File: config.mk
export PLATFORM = sky130hd
export DESIGN_NAME = dual_stack_shared_memory
export DESIGN_NICKNAME = d
export VERILOG_FILES = /design/src/rtl/dssm_pkg.sv /design/src/rtl/dssm_ctrl.sv /design/src/rtl/dssm_datapath.sv /design/src/rtl/dual_stack_shared_memory.sv
export SDC_FILE = /design/constraint.sdc
export NUM_CORES = 2
export LEC_CHECK = 0
export ABC_AREA = 1
export BUFFER_PORTS_ARGS = -buffer_cell sky130_fd_sc_hd__buf_2
export CAP_MARGIN = 5
export CORE_ASPECT_RATIO = 1.1
export CORE_MARGIN = 1.5
export CORE_UTILIZATION = 54
export CTS_CLUSTER_SIZE = 16
export DETAILED_ROUTE_END_ITERATION = 8
export PLACE_DENSITY_LB_ADDON = 0.05
export SYNTH_ARGS = -nofsm -noshare
export SYNTH_HDL_FRONTEND = slang
export SYNTH_SLANG_ARGS = --single-unit
File: constraint.sdc
create_clock -name clk -period 5.3 [get_ports clk]
set_input_delay 0.53 -clock clk [delete_from_list [all_inputs] [get_ports clk]]
set_output_delay 0.53 -clock clk [all_outputs]
set_load 0.01 [all_outputs]
File: src/rtl/dssm_pkg.sv
`timescale 1ns / 1ps
`default_nettype none
// ----------------------------------------------------------------------------
// dssm_pkg
// Shared types and constants for the dual stack shared memory block.
// ----------------------------------------------------------------------------
package dssm_pkg;

    localparam int CAPACITY = 64;
    localparam int ADDR_W   = $clog2(CAPACITY);
    localparam int CNT_W    = $clog2(CAPACITY + 1);
    localparam int SUM_W    = CNT_W + 1;
    localparam int WORD_W   = 32;
    localparam int FREE_W   = 7;
    localparam int FREE_MAX = 127;

    localparam int IN_W     = 40;
    localparam int OUT_W    = 112;
    localparam int OUT_USED = 2 + 3 * WORD_W + 2 + FREE_W;

    typedef enum logic [1:0] {
        OP_PUSH_A = 2'd0,
        OP_PUSH_B = 2'd1,
        OP_POP_A  = 2'd2,
        OP_POP_B  = 2'd3
    } dssm_op_t;

    typedef enum logic [1:0] {
        ST_DONE     = 2'd0,
        ST_OVERFLOW = 2'd1,
        ST_EMPTY    = 2'd2
    } dssm_status_t;

    typedef enum logic [1:0] {
        S_IDLE = 2'd0,
        S_LOAD = 2'd1,
        S_RESP = 2'd2
    } dssm_state_t;

    typedef struct packed {
        logic exec;
        logic load_top;
        logic load_out;
    } dssm_cmd_t;

    typedef struct packed {
        logic pop_read;
        logic out_free;
    } dssm_stat_t;

endpackage
`default_nettype wire

File: src/rtl/dssm_ctrl.sv
`timescale 1ns / 1ps
`default_nettype none
// ----------------------------------------------------------------------------
// dssm_ctrl
// Sequencer: accepts one operation, waits on the top-of-stack reload after
// a pop that leaves entries, then hands the result to the output register.
// ----------------------------------------------------------------------------
module dssm_ctrl
    import dssm_pkg::*;
(
    input  wire logic       clk,
    input  wire logic       rst_n,
    input  wire logic       s_tvalid,
    output logic            s_tready,
    input  wire dssm_stat_t stat,
    output dssm_cmd_t       cmd
);

    dssm_state_t state_reg;
    dssm_state_t state_next;

    always_ff @(posedge clk or negedge rst_n)
    begin
        if (!rst_n)
        begin
            state_reg <= S_IDLE;
        end
        else
        begin
            state_reg <= state_next;
        end
    end

    always_comb
    begin
        state_next   = state_reg;
        s_tready     = 1'b0;
        cmd.exec     = 1'b0;
        cmd.load_top = 1'b0;
        cmd.load_out = 1'b0;
        unique case (state_reg)
            S_IDLE:
            begin
                s_tready = 1'b1;
                if (s_tvalid)
                begin
                    cmd.exec   = 1'b1;
                    state_next = stat.pop_read ? S_LOAD : S_RESP;
                end
            end
            S_LOAD:
            begin
                // new top word arrives from the array this cycle
                cmd.load_top = 1'b1;
                state_next   = S_RESP;
            end
            S_RESP:
            begin
                if (stat.out_free)
                begin
                    cmd.load_out = 1'b1;
                    state_next   = S_IDLE;
                end
            end
            default:
            begin
                state_next = S_IDLE;
            end
        endcase
    end

endmodule
`default_nettype wire

File: src/rtl/dssm_datapath.sv
`timescale 1ns / 1ps
`default_nettype none
// ----------------------------------------------------------------------------
// dssm_datapath
// Shared word array, depth counters, cached top words and result register.
// ----------------------------------------------------------------------------
module dssm_datapath
    import dssm_pkg::*;
(
    input  wire logic             clk,
    input  wire logic             rst_n,
    input  wire logic [IN_W-1:0]  s_tdata,
    output logic                  m_tvalid,
    input  wire logic             m_tready,
    output logic [OUT_W-1:0]      m_tdata,
    input  wire dssm_cmd_t        cmd,
    output dssm_stat_t            stat
);

    logic [WORD_W-1:0] mem [CAPACITY];

    logic [CNT_W-1:0]  depth_a_reg;
    logic [CNT_W-1:0]  depth_a_next;
    logic [CNT_W-1:0]  depth_b_reg;
    logic [CNT_W-1:0]  depth_b_next;
    logic [WORD_W-1:0] top_a_reg;
    logic [WORD_W-1:0] top_a_next;
    logic [WORD_W-1:0] top_b_reg;
    logic [WORD_W-1:0] top_b_next;
    logic [WORD_W-1:0] popped_reg;
    logic [WORD_W-1:0] popped_next;
    dssm_status_t      status_reg;
    dssm_status_t      status_next;
    logic              side_b_reg;
    logic              side_b_next;
    logic [WORD_W-1:0] rd_data_reg;
    logic              m_tvalid_reg;
    logic [OUT_W-1:0]  m_tdata_reg;

    dssm_op_t          op_in;
    logic [WORD_W-1:0] push_value;
    logic              full;
    logic              wr_en;
    logic [ADDR_W-1:0] wr_addr;
    logic [ADDR_W-1:0] rd_addr;
    logic              pop_read;
    logic [CNT_W-1:0]  free_full;
    logic [FREE_W-1:0] free_space;
    logic              a_is_empty;
    logic              b_is_empty;
    logic [WORD_W-1:0] top_a_value;
    logic [WORD_W-1:0] top_b_value;

    assign op_in      = dssm_op_t'(s_tdata[1:0]);
    assign push_value = s_tdata[WORD_W+1:2];
    assign full       = (SUM_W'(depth_a_reg) + SUM_W'(depth_b_reg)) >= SUM_W'(CAPACITY);

    always_comb
    begin
        depth_a_next = depth_a_reg;
        depth_b_next = depth_b_reg;
        top_a_next   = top_a_reg;
        top_b_next   = top_b_reg;
        popped_next  = '0;
        status_next  = ST_DONE;
        side_b_next  = side_b_reg;
        wr_en        = 1'b0;
        wr_addr      = depth_a_reg[ADDR_W-1:0];
        rd_addr      = ADDR_W'(depth_a_reg - CNT_W'(2));
        pop_read     = 1'b0;
        unique case (op_in)
            OP_PUSH_A:
            begin
                if (full)
                begin
                    status_next = ST_OVERFLOW;
                end
                else
                begin
                    wr_en        = cmd.exec;
                    depth_a_next = depth_a_reg + CNT_W'(1);
                    top_a_next   = push_value;
                end
            end
            OP_PUSH_B:
            begin
                wr_addr = ADDR_W'(CNT_W'(CAPACITY - 1) - depth_b_reg);
                if (full)
                begin
                    status_next = ST_OVERFLOW;
                end
                else
                begin
                    wr_en        = cmd.exec;
                    depth_b_next = depth_b_reg + CNT_W'(1);
                    top_b_next   = push_value;
                end
            end
            OP_POP_A:
            begin
                if (depth_a_reg == '0)
                begin
                    status_next = ST_EMPTY;
                end
                else
                begin
                    popped_next  = top_a_reg;
                    depth_a_next = depth_a_reg - CNT_W'(1);
                    side_b_next  = 1'b0;
                    pop_read     = (depth_a_reg != CNT_W'(1));
                end
            end
            OP_POP_B:
            begin
                // entry just below the current top of B
                rd_addr = ADDR_W'(CNT_W'(CAPACITY + 1) - depth_b_reg);
                if (depth_b_reg == '0)
                begin
                    status_next = ST_EMPTY;
                end
                else
                begin
                    popped_next  = top_b_reg;
                    depth_b_next = depth_b_reg - CNT_W'(1);
                    side_b_next  = 1'b1;
                    pop_read     = (depth_b_reg != CNT_W'(1));
                end
            end
            default:
            begin
                status_next = ST_DONE;
            end
        endcase
    end

    always_ff @(posedge clk)
    begin
        if (wr_en)
        begin
            mem[wr_addr] <= push_value;
        end
        rd_data_reg <= mem[rd_addr];
    end

    always_ff @(posedge clk or negedge rst_n)
    begin
        if (!rst_n)
        begin
            depth_a_reg <= '0;
            depth_b_reg <= '0;
            side_b_reg  <= 1'b0;
        end
        else if (cmd.exec)
        begin
            depth_a_reg <= depth_a_next;
            depth_b_reg <= depth_b_next;
            side_b_reg  <= side_b_next;
        end
    end

    always_ff @(posedge clk)
    begin
        if (cmd.exec)
        begin
            top_a_reg  <= top_a_next;
            top_b_reg  <= top_b_next;
            popped_reg <= popped_next;
            status_reg <= status_next;
        end
        else if (cmd.load_top)
        begin
            if (side_b_reg)
            begin
                top_b_reg <= rd_data_reg;
            end
            else
            begin
                top_a_reg <= rd_data_reg;
            end
        end
    end

    assign a_is_empty  = (depth_a_reg == '0);
    assign b_is_empty  = (depth_b_reg == '0);
    assign top_a_value = a_is_empty ? '0 : top_a_reg;
    assign top_b_value = b_is_empty ? '0 : top_b_reg;
    assign free_full   = CNT_W'(CAPACITY) - depth_a_reg - depth_b_reg;

    always_comb
    begin
        if (32'(free_full) > 32'(FREE_MAX))
        begin
            free_space = FREE_W'(FREE_MAX);
        end
        else
        begin
            free_space = FREE_W'(free_full);
        end
    end

    always_ff @(posedge clk or negedge rst_n)
    begin
        if (!rst_n)
        begin
            m_tvalid_reg <= 1'b0;
        end
        else if (cmd.load_out)
        begin
            m_tvalid_reg <= 1'b1;
        end
        else if (m_tready)
        begin
            m_tvalid_reg <= 1'b0;
        end
    end

    always_ff @(posedge clk)
    begin
        if (cmd.load_out)
        begin
            m_tdata_reg <= {(OUT_W - OUT_USED)'(0), free_space, b_is_empty, a_is_empty,
                            top_b_value, top_a_value, popped_reg, status_reg};
        end
    end

    assign m_tvalid      = m_tvalid_reg;
    assign m_tdata       = m_tdata_reg;
    assign stat.pop_read = pop_read;
    assign stat.out_free = !m_tvalid_reg || m_tready;

`ifndef SYNTHESIS
    assert property (@(posedge clk) disable iff (!rst_n)
        (SUM_W'(depth_a_reg) + SUM_W'(depth_b_reg)) <= SUM_W'(CAPACITY))
        else $error("stack depths exceed capacity");

    assert property (@(posedge clk) disable iff (!rst_n)
        cmd.load_out |-> (!m_tvalid_reg || m_tready))
        else $error("result register overwritten before transaction");

    assert property (@(posedge clk) disable iff (!rst_n)
        (cmd.exec && op_in == OP_PUSH_A && !full) |=> (top_a_reg == $past(push_value)))
        else $error("top of A not updated on push");

    assert property (@(posedge clk) disable iff (!rst_n)
        cmd.load_top |-> ($past(cmd.exec) && $past(pop_read)))
        else $error("top reload without a preceding pop");
`endif

endmodule
`default_nettype wire

File: src/rtl/dual_stack_shared_memory.sv
`timescale 1ns / 1ps
`default_nettype none
// A push or a refused operation runs from the input transaction through the
// response state to m_tvalid; a pop that leaves entries behind passes the load
// state first, where the registered read refetches the new top word. s_tready
// stays low until the result is loaded, which waits while the output stalls.
// Reset clears both depth counters and the handshake state; the array keeps
// its contents and needs no clearing pass.
// ----------------------------------------------------------------------------
// dual_stack_shared_memory
// Two LIFO stacks in one word array, A growing up from address zero and B
// growing down from the top address.
// ----------------------------------------------------------------------------
module dual_stack_shared_memory
    import dssm_pkg::*;
(
    input  wire logic             clk,
    input  wire logic             rst_n,
    input  wire logic             s_tvalid,
    output logic                  s_tready,
    input  wire logic [IN_W-1:0]  s_tdata,   // op[1:0], push_value[33:2], zero pad
    output logic                  m_tvalid,
    input  wire logic             m_tready,
    output logic [OUT_W-1:0]      m_tdata    // status[1:0], popped_value[33:2],
                                             // top_a_value[65:34], top_b_value[97:66],
                                             // a_is_empty[98], b_is_empty[99],
                                             // free_space[106:100], zero pad
);

    dssm_cmd_t  cmd;
    dssm_stat_t stat;

    dssm_ctrl u_ctrl (
        .clk      (clk),
        .rst_n    (rst_n),
        .s_tvalid (s_tvalid),
        .s_tready (s_tready),
        .stat     (stat),
        .cmd      (cmd)
    );

    dssm_datapath u_datapath (
        .clk      (clk),
        .rst_n    (rst_n),
        .s_tdata  (s_tdata),
        .m_tvalid (m_tvalid),
        .m_tready (m_tready),
        .m_tdata  (m_tdata),
        .cmd      (cmd),
        .stat     (stat)
    );

endmodule
`default_nettype wire

# Word level (Yosys, flattened, before mapping)
# Memory sizes are Yosys's and may differ from the RTL's. A register that Yosys moved wholly into a read port is not among the register bits.
# Index checks and enable logic that the tools add are counted.
dict set report word_totals {
  in_bits 44
  ramBits 2048
  word_cells 104
  out_inout_bits 114
  n_memories 1
  reg_bits 223
}
# name depth width rd rd_ports_with_merged_regs write_ports line
set mem_list {}
lappend mem_list {u_datapath.mem 64 32 1 1 1 dssm_datapath.sv:20} ;# logic [WORD_W-1:0] mem [CAPACITY];
dict set report op_classes {
  addsub 10
  n_eq_ne 17
  reduce_logical 19
  n_mux 46
  n_lt_le_gt_ge 1
}
# operator count
set ops {}
lappend ops {{$mux W32} 11}
lappend ops {{$pmux W32 S2} 1}
lappend ops {{$mux W7} 4}
lappend ops {{$pmux W7 S2} 2}
lappend ops {{$reduce_and A4 Y1} 5}
lappend ops {{$ne A2 B2 Y1 const B} 9}
lappend ops {{$mux W1} 17}
lappend ops {{$add A7 B1 Y7 const B} 2}
lappend ops {{$logic_not A7 Y1} 2}
lappend ops {{$ne A7 B1 Y1 const B} 2}
lappend ops {{$sub A7 B1 Y7 const B} 2}
lappend ops {{$mux W6} 2}
lappend ops {{$pmux W2 S3} 2}
lappend ops {{$reduce_bool A2 Y1} 6}
lappend ops {{$mux W2} 5}
lappend ops {{$add A7 B7 Y8} 1}
lappend ops {{$ge A8 B7 Y1 const B} 1}
lappend ops {{$sub A7 B7 Y7} 1}
lappend ops {{$sub A7 B7 Y7 const A} 1}
lappend ops {{$eq A2 B2 Y1 const B} 3}
lappend ops {{$sub A1 B6 Y6 const A} 1}
lappend ops {{$sub A6 B2 Y6 const B} 1}
lappend ops {{$sub A6 B6 Y6 const A} 1}
lappend ops {{$eq A2 B1 Y1 const B} 2}
lappend ops {{other kinds (7)} 9}

# Depth between registers and ports, before layout
dict set report depth {
  word_depth 6
  ltp_mapped 15
  mapped_depth_nobuf 14
}

# By module
# Synthesis repeated with hierarchy kept, for this count alone.
dict set report hier_totals {
  cells_unflattened 9152
  hier_area_um2 98730.9
}
# module n_inst area_per_inst_um2 seq_area_each_um2 cells_each
set by_module_without_submodules {}
lappend by_module_without_submodules {dssm_datapath 1 98603.3 68695.9 9134}
lappend by_module_without_submodules {dssm_ctrl 1 127.6 50.0 18}

# Worst setup path after synthesis
# OpenSTA, ideal clock, no wires.
dict set report synth_path {
  path_kind {input -> register}
  start {input m_tready}
  end {register u_datapath.m_tdata_reg[0], in the netlist u_datapath.m_tdata[0] (enable)}
  setup_ns 0.575
  required_time_ns 4.725
  path_buffers 0
  stages 2
  arrival_time_ns 5.011
  setup_slack_ns -0.286
  path_cell_list {nor2_1 > nor2_1}
}
# element line
set synth_rtl {}
lappend synth_rtl {{start: declaration} dual_stack_shared_memory.sv:23} ;# input wire logic m_tready,
lappend synth_rtl {{end signal: assignment} dssm_datapath.sv:221} ;# m_tdata_reg <= {(OUT_W - OUT_USED)'(0), free_space, b_is_empty, a_is_empty,
lappend synth_rtl {{end: declaration} dssm_datapath.sv:38} ;# logic [OUT_W-1:0] m_tdata_reg;

# Worst setup path in the final report
dict set report layout_path {
  start {register u_datapath.depth_b_reg[0]}
  end {memory u_datapath.mem[6][19] (enable)}
}
dict set report layout_via {
  elab_chain_cells 6
  word_cells_on_any_way 8
  cone_classes {add/sub (2); order compare (1); mux (5)}
}
# element line
set layout_rtl {}
lappend layout_rtl {{start: declaration} dssm_datapath.sv:24} ;# logic [CNT_W-1:0] depth_b_reg;
lappend layout_rtl {{start signal: assignment} dssm_datapath.sv:156} ;# depth_b_reg <= depth_b_next;
lappend layout_rtl {{$add A7 B7 Y8} dssm_datapath.sv:56} ;# assign full = (SUM_W'(depth_a_reg) + SUM_W'(depth_b_reg)) >= SUM_W'(CAPACITY);
lappend layout_rtl {{$ge A8 B7 Y1} dssm_datapath.sv:56}
lappend layout_rtl {{$mux W1} {dssm_datapath.sv:74, dssm_datapath.sv:88}}
lappend layout_rtl {{$mux W1} -}
lappend layout_rtl {{$mux W1} dssm_datapath.sv:138} ;# if (wr_en)
lappend layout_rtl {{$mux W1 (implied by the code)} dssm_datapath.sv:140} ;# mem[wr_addr] <= push_value;
lappend layout_rtl {{end: declaration} dssm_datapath.sv:20}
# Several ways; a longest one is shown, not always the timed one.

==> impl_summary.md <==
Global routing
The number of global-route vias before repair is 61800. The total congestion overflow is 0. The initial antenna violation count is 10. The global-route usage over all layers is 0.299. The pin count of the biggest net entering global routing is 133.

The first-pass GRT wire length is 407000 um.

STA
Of the available clock period, the critical path in the final layout requires 0.841. The transition time at the pin with the least slew margin is 1.24 ns. Subtracting the final worst setup slack from the clock period gives 4.46 ns. Setup violations remaining at the end of the flow were counted as 0. The total count of max-transition violations in the final report was 0. The maximum operating frequency is 0.224 GHz. For the final routed database, the setup TNS stands at 0 ns.

Headroom to the max-slew limit came out at 0.172. Setup repair after global routing left no endpoint under its margin. Clock skew on the completed layout was measured at 0.0305 ns. The count of final hold-check violations is 0.

Detailed routing
The final routed DRC violation total is 52. The routed wirelength normalized by instance count is 23.5 um. The via density per instance is 5.52. The final route contains 65500 vias.

The total length of routed wires is 279000 um. In this run, the number of DRC markers left after iteration 0 of detailed routing was 7193. For this run, the detailed router's first-pass iteration total came to 8. The count of nets left with antenna violations once routing finished came out at 0.

Power and ir drop
For this design the ratio of total power to cell area is 526 nW/um2. The worst-case IR drop observed on VDD is 0.000478 V. The static leakage power is 0.0449 uW.

Die
The core outline area is 182000 um2. The die extent in y is 451 um. The total I/O pin count is 158. The die covers 185000 um2. After floorplanning, the core was divided into 164 placement rows. For this configuration, the core starts out at a cell density of 0.544. The horizontal extent of the die is 411 um.

Critical path
Walking the worst path, the cells encountered are ha_1, fa_1, nand2_1, nor2_1, o21ai_0, nand2_1, nand2_1, nand3_1, nor3_2, nand3_1, buf_4, nor2_4, buf_4. In this run the worst path has a maximum fanout of 32. The largest delay contributor family on the critical path is simple AND/OR/NAND/NOR gates. The worst setup path is of the reg -> reg kind. The slowest cell on the critical path is sky130_fd_sc_hd__nor3_2. The most used cell along the critical path is sky130_fd_sc_hd__nand2_1. The kind of start point of the critical path is a flop. The number of buffer and inverter instances along the worst setup path is 2. The largest single stage delay on the critical path is 0.70 ns. The critical path data arrival time is 4.96 ns.

Data on the critical path is required at its endpoint by 5.80 ns. STA classifies the critical path endpoint as a flop.

Cells and area
The count of cells in the finished layout, fillers not included, comes to 11900. The signed area change from the synthesized netlist to the final layout is 12.0%. The flip-flop count of the largest register, all copies and words added is 2048. The fraction of final layout cells sized beyond drive strength 1 is 0.0845.

The net count of the finished layout is 9335. The number of filler cells placed in the layout is 14600.

Clock tree
TritonCTS built the clock tree. The H-tree was split into 4 levels. The number of buffers on the longest clock path is 3. The clock insertion delay at the later pin of the skew report is 0.88 ns. After clock tree synthesis, the clock-pin slew on the worst setup and hold paths is 0.06 ns. Buffers inserted to repair hold after CTS numbered 8.

In this run, CTS created clock tree buffers numbering 228. The clock drives 2303 sinks. The number of setup buffers added after CTS is 0. Post-CTS repair changed the size of 0 cells. The master cell of the clock root buffer is sky130_fd_sc_hd__clkbuf_16.

Place
The number of I/O port buffers is 146. The number of placed instances, taps included, is 11400. Detailed placement ended at an HPWL of 155000 um.

The congestion estimate from routability-driven global placement came to 0.895.

Synthesis
The netlist uses 41 different library cells. Of the post-synthesis cell area, the dominant cell type holds 0.685. The sequential area share after synthesis is 0.696. Sorting the synthesized cells by area gives the leading types as sky130_fd_sc_hd__edfxtp_1, sky130_fd_sc_hd__nand3_1, sky130_fd_sc_hd__nand2_1, sky130_fd_sc_hd__inv_1, sky130_fd_sc_hd__nand3b_1. The netlist area before placement is 98700 um2.

The number of flip-flops and latches in the synthesized netlist is 2303. The Yosys warning count is 0. The cell type contributing the most total cell area after synthesis is sky130_fd_sc_hd__edfxtp_1. A synthesized cell averages 10.8 um2.

The post-synthesis cell count is 9126.

Outcome
The flow ran to the end, but the final reports show violations. The checks that failed: DRC.

Run
Across the run, the number of max-cap violations was 0.

Min path
The type of the worst min-delay path is in -> async.
==> stage by stage <==
step           instance area, um2  hold slack [ns]  total power, uW  setup slack [ns]   util
3_3_place_gp               103000            0.402            42300             0.785  0.569
5_1_grt                    111000            0.189            60600             0.545  0.609
6_report                   111000            0.168            58100             0.843  0.609
2_1_floorplan               98700            0.234            33700             0.808      -
3_5_place_dp               103000            0.405            42500             0.830  0.569
4_1_cts                    111000            0.145            58100             0.821  0.609
==> cells by family after synthesis <==
family	count (synthesis)	share of synthesized area
AND/OR/NAND/NOR	4660	0.211
XOR/XNOR	16	0.00142
AO/OA/AOI/OAI	86	0.00499
flip-flops	2303	0.696
buffers and inverters	2033	0.0821
other	1	0.0000380
adder cells (fa/ha/maj)	27	0.00350
==> area by class of cell <==
cell class,instances,area [um2],area share
Multi-Input combinational cell,4794,22500,0.203
Sequential cell,2303,68700,0.622
Timing Repair Buffer,413,3400,0.0308
Clock buffer,320,6200,0.0561
Inverter,1524,5730,0.0518
Clock inverter,103,986,0.00892
Antenna cell,5,12.5,0.000113
Tap cell,2407,3010,0.0272
==> final timing paths <==
check / from / to / slack, ns / depth (start not counted)
min reg2reg: u_datapath.popped_reg[19] / u_datapath.m_tdata[21] / 0.42 / 0
min: rst_n / u_datapath.depth_a_reg[0] / 0.17 / 2
max in group asynchronous: rst_n / u_datapath.m_tvalid / 4.78 / 2
max reg2reg: u_datapath.depth_b_reg[0] / u_datapath.mem[6][19] / 0.84 / 13
max: u_datapath.depth_b_reg[0] / u_datapath.mem[6][19] / 0.84 / 13
min in group clk: s_tdata[0] / u_datapath.side_b_reg / 0.25 / 3
==> layer usage <==
metal  up-vias  global-route usage  part of all wire
met3       408              0.0558             0.089
met2      2739               0.467              0.46
li1      30500                   -                 -
met1     31900               0.423              0.42
met5         -                   0          0.000083
met4         4               0.107             0.034
==> worst register-to-register path: cells and delay by family (launching register included) <==
family          cells  cell delay [ns]
fa+ha+maj           2             0.67
compound gates      1             0.17
buf+inv             2             0.86
flops               1             0.51
simple gates        8             1.79
==> power breakdown <==
group | switching [uW] | leakage [uW] | total [uW] | internal, uW
Combinational | 15400 | 0.0206 | 20900 | 5480
Clock | 6850 | 0.00350 | 15700 | 8820
Sequential | 442 | 0.0208 | 21600 | 21100
Total | 22700 | 0.0449 | 58100 | 35400
==> synth_stat cells, drive strengths merged <==
master / number
a21oi: 7
edfxtp: 2253
buf: 381
o22ai: 14
conb: 1
inv: 1522
nand3b: 256
or2: 3
clkbuf: 128
dfxtp: 32
a32oi: 1
o211ai: 4
dfrtp: 18
o21ai: 52
fa: 1
o31ai: 2
xnor2: 4
ha: 26
nand2: 2341
o32ai: 1
nor3: 6
nand3: 1882
xor2: 12
a22oi: 1
clkinv: 2
nor2: 171
and3: 1
a31oi: 4
==> placed cells by master, fill, tap and decap left out, types with 4 or more instances in the layout <==
master,instances
sky130_fd_sc_hd__clkinv_8,6
sky130_fd_sc_hd__clkinv_2,31
sky130_fd_sc_hd__nor2_1,102
sky130_fd_sc_hd__nor3_1,4
sky130_fd_sc_hd__a31oi_1,4
sky130_fd_sc_hd__inv_1,1519
sky130_fd_sc_hd__o22ai_1,14
sky130_fd_sc_hd__xnor2_1,4
sky130_fd_sc_hd__buf_2,143
sky130_fd_sc_hd__a21oi_1,7
sky130_fd_sc_hd__edfxtp_1,2253
sky130_fd_sc_hd__clkbuf_16,229
sky130_fd_sc_hd__o21ai_0,43
sky130_fd_sc_hd__ha_1,26
sky130_fd_sc_hd__nand3b_1,256
sky130_fd_sc_hd__inv_6,5
sky130_fd_sc_hd__nand2_1,2335
sky130_fd_sc_hd__o211ai_1,4
sky130_fd_sc_hd__clkbuf_8,13
sky130_fd_sc_hd__conb_1,5
sky130_fd_sc_hd__diode_2,5
sky130_fd_sc_hd__bufinv_16,14
sky130_fd_sc_hd__clkinv_1,42
sky130_fd_sc_hd__clkbuf_1,78
sky130_fd_sc_hd__nand3_1,1881
sky130_fd_sc_hd__o21ai_4,4
sky130_fd_sc_hd__dfrtp_1,18
sky130_fd_sc_hd__nor2_4,66
sky130_fd_sc_hd__xor2_1,12
sky130_fd_sc_hd__dfxtp_1,32
sky130_fd_sc_hd__dlygate4sd3_1,8
sky130_fd_sc_hd__o21ai_1,5
sky130_fd_sc_hd__buf_12,51
sky130_fd_sc_hd__buf_4,211
(Power assumes the default switching activity.)
